<file path="config.mk">
export PLATFORM = sky130hd
export DESIGN_NAME = scsa_ctrl
export DESIGN_NICKNAME = d
export VERILOG_FILES = /design/src/rtl/scsa_pkg.sv /design/src/rtl/scsa_ctrl.sv
export SDC_FILE = /design/constraint.sdc
export NUM_CORES = 1
export LEC_CHECK = 0
export BUFFER_PORTS_ARGS = -buffer_cell sky130_fd_sc_hd__buf_2
export CAP_MARGIN = 20
export CELL_PAD_IN_SITES_DETAIL_PLACEMENT = 1
export CELL_PAD_IN_SITES_GLOBAL_PLACEMENT = 1
export CORE_ASPECT_RATIO = 1.4
export CORE_MARGIN = 2
export CORE_UTILIZATION = 29
export CTS_CLUSTER_DIAMETER = 80
export DETAILED_ROUTE_END_ITERATION = 7
export PLACE_DENSITY_LB_ADDON = 0.1
export SYNTH_ARGS = -nofsm -noshare
export SYNTH_HDL_FRONTEND = slang
export SYNTH_SLANG_ARGS = --single-unit
</file>
<file path="constraint.sdc">
create_clock -name clk -period 1.2 [get_ports clk]
set_input_delay 0.06 -clock clk [delete_from_list [all_inputs] [get_ports clk]]
set_output_delay 0.06 -clock clk [all_outputs]
set_load 0.03 [all_outputs]
</file>
<file path="src/rtl/scsa_pkg.sv">
`timescale 1ns / 1ps
// Shared types and constants for the size-class slab allocator.
// Used by scsa_ctrl, scsa_datapath and size_class_slab_allocator_top.
package scsa_pkg;

    localparam int ADDR_W  = 18;
    localparam int SIZE_W  = 16;
    localparam int CFG_W   = 6;
    localparam int OWNER_W = 3;
    localparam int OP_W    = 4;

    // result status codes
    localparam logic [1:0] ST_OK        = 2'd0;
    localparam logic [1:0] ST_NO_PAGE   = 2'd1;
    localparam logic [1:0] ST_TOO_LARGE = 2'd2;
    localparam logic [1:0] ST_BAD_FREE  = 2'd3;

    localparam logic FUNC_ALLOC = 1'b0;
    localparam logic FUNC_FREE  = 1'b1;

    // owner code of a page granted whole
    localparam logic [OWNER_W-1:0] WHOLE_PAGE = 3'd7;

    // datapath operations
    localparam logic [OP_W-1:0] OP_NOP        = 4'd0;
    localparam logic [OP_W-1:0] OP_ACCEPT     = 4'd1;
    localparam logic [OP_W-1:0] OP_DECODE     = 4'd2;
    localparam logic [OP_W-1:0] OP_PAGE_POP   = 4'd3;
    localparam logic [OP_W-1:0] OP_FILL       = 4'd4;
    localparam logic [OP_W-1:0] OP_CHUNK_POP  = 4'd5;
    localparam logic [OP_W-1:0] OP_ADDR       = 4'd6;
    localparam logic [OP_W-1:0] OP_PAGE_PUSH  = 4'd7;
    localparam logic [OP_W-1:0] OP_DIV_START  = 4'd8;
    localparam logic [OP_W-1:0] OP_DIV_STEP   = 4'd9;
    localparam logic [OP_W-1:0] OP_CHUNK_PUSH = 4'd10;
    localparam logic [OP_W-1:0] OP_LOAD       = 4'd11;

    typedef struct packed {
        logic              func;
        logic [SIZE_W-1:0] req_size;
        logic [ADDR_W-1:0] block_address;
    } in_item_t;

    typedef struct packed {
        logic [ADDR_W-1:0] granted_address;
        logic [1:0]        status;
    } out_item_t;

    typedef struct packed {
        logic [OP_W-1:0] op;
        logic            err;
        logic [1:0]      code;
    } dp_cmd_t;

    typedef struct packed {
        logic is_free;
        logic big;
        logic bin_err;
        logic bin_empty;
        logic page_none;
        logic range_err;
        logic off_zero;
        logic owner_whole;
        logic owner_bad;
        logic fill_last;
        logic div_last;
        logic chunk_bad;
        logic out_free;
    } dp_stat_t;

endpackage

</file>
<file path="src/rtl/scsa_ctrl.sv">
`timescale 1ns / 1ps
// Sequencer of the size-class slab allocator.
// Depends on scsa_pkg; drives scsa_datapath through dp_cmd_t.
module scsa_ctrl
    import scsa_pkg::*;
(
    input  logic     clk,
    input  logic     rst_n,
    input  logic     in_valid,
    output logic     in_stall,
    input  dp_stat_t stat,
    output dp_cmd_t  cmd
);

    localparam logic [3:0] S_IDLE  = 4'd0;
    localparam logic [3:0] S_DEC   = 4'd1;
    localparam logic [3:0] S_PGPOP = 4'd2;
    localparam logic [3:0] S_FILL  = 4'd3;
    localparam logic [3:0] S_CHRD  = 4'd4;
    localparam logic [3:0] S_CHPOP = 4'd5;
    localparam logic [3:0] S_ADDR  = 4'd6;
    localparam logic [3:0] S_FOWN  = 4'd7;
    localparam logic [3:0] S_FDIV  = 4'd8;
    localparam logic [3:0] S_FCHK  = 4'd9;
    localparam logic [3:0] S_DONE  = 4'd10;

    logic [3:0] state_reg;
    logic [3:0] state_next;

    assign in_stall = (state_reg != S_IDLE);

    always_comb
    begin
        state_next = state_reg;
        cmd.op     = OP_NOP;
        cmd.err    = 1'b0;
        cmd.code   = ST_OK;
        unique case (state_reg)
            S_IDLE:
            begin
                if (in_valid)
                begin
                    cmd.op     = OP_ACCEPT;
                    state_next = S_DEC;
                end
            end
            S_DEC:
            begin
                cmd.op = OP_DECODE;
                if (stat.is_free)
                begin
                    if (stat.range_err)
                    begin
                        cmd.err    = 1'b1;
                        cmd.code   = ST_BAD_FREE;
                        state_next = S_DONE;
                    end
                    else
                    begin
                        state_next = S_FOWN;
                    end
                end
                else if (stat.big)
                begin
                    if (stat.page_none)
                    begin
                        cmd.err    = 1'b1;
                        cmd.code   = ST_NO_PAGE;
                        state_next = S_DONE;
                    end
                    else
                    begin
                        state_next = S_PGPOP;
                    end
                end
                else if (stat.bin_err)
                begin
                    cmd.err    = 1'b1;
                    cmd.code   = ST_TOO_LARGE;
                    state_next = S_DONE;
                end
                else if (stat.bin_empty)
                begin
                    if (stat.page_none)
                    begin
                        cmd.err    = 1'b1;
                        cmd.code   = ST_NO_PAGE;
                        state_next = S_DONE;
                    end
                    else
                    begin
                        state_next = S_PGPOP;
                    end
                end
                else
                begin
                    state_next = S_CHRD;
                end
            end
            S_PGPOP:
            begin
                cmd.op     = OP_PAGE_POP;
                state_next = stat.big ? S_DONE : S_FILL;
            end
            S_FILL:
            begin
                cmd.op = OP_FILL;
                if (stat.fill_last)
                begin
                    state_next = S_CHRD;
                end
            end
            S_CHRD:
            begin
                state_next = S_CHPOP;
            end
            S_CHPOP:
            begin
                cmd.op     = OP_CHUNK_POP;
                state_next = S_ADDR;
            end
            S_ADDR:
            begin
                cmd.op     = OP_ADDR;
                state_next = S_DONE;
            end
            S_FOWN:
            begin
                state_next = S_DONE;
                if (stat.off_zero)
                begin
                    if (stat.owner_whole)
                    begin
                        cmd.op = OP_PAGE_PUSH;
                    end
                    else
                    begin
                        cmd.err  = 1'b1;
                        cmd.code = ST_BAD_FREE;
                    end
                end
                else if (stat.owner_bad)
                begin
                    cmd.err  = 1'b1;
                    cmd.code = ST_BAD_FREE;
                end
                else
                begin
                    cmd.op     = OP_DIV_START;
                    state_next = S_FDIV;
                end
            end
            S_FDIV:
            begin
                cmd.op = OP_DIV_STEP;
                if (stat.div_last)
                begin
                    state_next = S_FCHK;
                end
            end
            S_FCHK:
            begin
                state_next = S_DONE;
                if (stat.chunk_bad)
                begin
                    cmd.err  = 1'b1;
                    cmd.code = ST_BAD_FREE;
                end
                else
                begin
                    cmd.op = OP_CHUNK_PUSH;
                end
            end
            S_DONE:
            begin
                if (stat.out_free)
                begin
                    cmd.op     = OP_LOAD;
                    state_next = S_IDLE;
                end
            end
            default:
            begin
                state_next = S_IDLE;
            end
        endcase
    end

    always_ff @(posedge clk or negedge rst_n)
    begin
        if (!rst_n)
        begin
            state_reg <= S_IDLE;
        end
        else
        begin
            state_reg <= state_next;
        end
    end

endmodule

</file>
==> out/results.tsv <==
metric	value	unit
intPower	0.00214	W
grt_antenna_before_repair	0	
seqPwrFrac	7.6	%
slew_headroom	63.7	%
grt_max_degree	10	
clk_pin_slew	0.04	ns
slowest_stage	dfrtp_1	
cts.sinks	4	
synthArstFlopShare	100	%
switching_share	48.2	%
viasPerCell	5.77	
cts_buffer_depth	2	
crit_fanout	5	
worst_slack	-0.500	ns
drive_gt1_share	71.3	%
required	1.14	ns
arrival	1.64	ns
layoutNonFillerInstCount	171	
maxCapViolCount	0	
crit_path_frequent_cell	buf_6	
utilization	69.2	%
synth_area_leaders	dfrtp_1 16%, a21oi_1 6.5%, o21ai_0 6.5%, nand2_1 5.5%, mux2i_1 4.9%	
seq_area_frac_synth	16.2	%
grt_setup_unrepaired	true	
nFillCells	225	
drc_errors	0	
htree_levels	1	
io_buffers	23	
synth_top_area_share	16.2	%
ys_warn_count	0	
violations	setup timing	
slew_viol_final	0	
vias	987	
postSynthCellCount	87	
finalClockSkew	0.00651	ns
synth_enable_flop_cells	0	
grt-ovfl-total	0	
criticalPathCategory	register to output port	
path_cells	buf_6, nor2_4, nand4b_1, a21oi_2, inv_2, nand2_4, buf_6	
fmax	0.588	GHz
antenna_cells	0	
numCtsBuffers	3	
ys_seq_elements	4	
power_leakage	0.625	nW
period_share	142	%
cp_slowest_stage_delay	0.43	ns
die_h	58.6	um
dr.first_iter.drc_count	14	
ant_nets	0	
cts_tree	done	
synth_ff_type	dfrtp_1	
switchingPower	0.00199	W
syn_area_per_cell	7.09	sq um
clockRootBuffer	clkbuf_4	
outcome	finished, violations left	
gp_congestion	0.838	
synth_cell_types	35	
fin_area	0.00138	sq mm
irDropWorstVdd	1.50	mV
grt_pass1_wl	4770	um
grt_pass1_vias	1038	
dp.cells	150	
dieArea	0.00252	sq mm
place_area	970	sq um
cp-startpoint	state_reg[3]	
die_w	43.0	um
wirelength	3750	um
syn_nets	103	
rows	19	
hpwlAfterDp	1800	um
worst_setup_path_end_kind	output port	
tightest_slew	0.540	ns
grt_usage	25.5	%
combPwrFrac	87.7	%
first_pass_iters	4	
ios	24	
netlist_area	617	sq um
r2r_start	state_reg[2]	
setup_viol	12	
startpoint_type	register	
core	0.00200	sq mm
powerDensity	2980	mW/mm^2
area_delta_synth_final	124	%
clk_latency	0.26	ns
largest_reg_flops	4	
hp-class	primary input to register	
min_from	stat[3]	
dp_slack	-0.241	ns
fin_nets	168	
yosys.area.top_type	dfrtp_1	
start_util	30.9	%
pwr-share-clk	4.6	%
hold_viol	0	
routedWlPerCell	21.9	um
period_needed	1.70	ns
==> through the flow <==
step | setup TNS [ns] | power [W] | hold slack, ns
finish | -4.51 | 0.00412 | 0.118
global route | -5.27 | 0.00433 | 0.142
CTS | -3.07 | 0.00348 | 0.117
detailed placement | -2.03 | 0.00256 | -0.132
global placement | -1.58 | 0.00251 | -0.130
floorplan | -0.631 | 0.00184 | -0.236
==> synthesized netlist by cell type, types with 2 or more instances <==
cell type,number
nand3_1,2
a21oi_1,8
o21ai_1,2
buf_2,5
nor2_1,8
inv_1,4
buf_1,2
nor4bb_1,2
dfrtp_1,4
nand2b_1,3
o21ai_0,8
a21oi_2,2
nand3b_1,3
nand2_1,9
nor4_1,3
mux2i_1,3
==> layout make-up <==
type	instances	area, sq um	share of cell area (%)
clock buffers	3	22.5	1.63
repair buffers	68	563	40.8
flip-flops and latches	4	103	7.43
inverters	4	15.0	1.09
well taps	21	26.3	1.90
multi-input cells	71	652	47.2
==> kinds of logic (layout without fill, tap and decap cells) <==
logic type / count (synthesis) / count (layout) / synth area share, %
multiplexers: 4 / 4 / 7.30
AO/OA/AOI/OAI: 31 / 31 / 33.7
flip-flops: 4 / 4 / 16.2
AND/OR/NAND/NOR: 36 / 36 / 33.3
buffers and inverters: 12 / 75 / 9.53
==> power groups by stage <==
stage | Combinational, W | Sequential (W) | Clock, W
2_1_floorplan | 0.00160 | 0.000241 | 0
3_3_place_gp | 0.00221 | 0.000302 | 0
3_5_place_dp | 0.00225 | 0.000309 | 0
4_1_cts | 0.00298 | 0.000332 | 0.000177
5_1_grt | 0.00381 | 0.000323 | 0.000199
6_report | 0.00362 | 0.000315 | 0.000191
==> cell usage in the layout (no fill, tap or decap), types with 2 or more instances in the layout <==
master	Yosys	final
buf_4	0	28
buf_6	1	22
buf_2	5	16
nand2_1	9	6
a21oi_1	8	5
nor2_1	8	5
o21ai_2	1	5
nor2_4	1	3
nand2b_1	3	3
inv_1	4	3
o21ai_0	8	3
a21oi_2	2	3
nand3b_1	3	3
mux2i_1	3	3
clkbuf_4	0	3
nand2_2	0	2
nand3_1	2	2
nor4_4	0	2
a21oi_4	0	2
o21ai_4	0	2
dfrtp_2	0	2
dfrtp_1	4	2
==> path summary, 6_finish.rpt <==
check,slack [ns],to,depth (start not counted)
max,-0.50,cmd[2],7
min,0.12,state_reg[2],3
max in group asynchronous,0.91,state_reg[0],2
max reg2reg,-0.35,state_reg[1],9
min in group asynchronous,0.14,state_reg[3],2
min reg2reg,0.81,state_reg[0],3
==> timing repair <==
action,in CTS,in global routing
resized for setup,48,16
pin swaps,18,9
hold buffers,1,0
hold endpoints to repair,4,0
setup endpoints to repair,12,12
buffers inserted,8,12
==> per-layer routing <==
metal | share of wire (%) | up-vias | global-route usage [%]
li1 | - | 444 | -
met1 | 37 | 492 | 26.9
met2 | 56 | 37 | 48.9
met3 | 3.1 | 14 | 4.29
met4 | 3.1 | 0 | 10.4
met5 | 0 | - | 0
==> critical path: cells and delay by family, from the launching register on <==
kind / cells / cell delay (ns)
buf+inv: 3 / 0.37
flops: 1 / 0.43
compound gates: 1 / 0.24
simple gates: 3 / 0.34
Note: power is estimated with default switching activity, not from simulation.
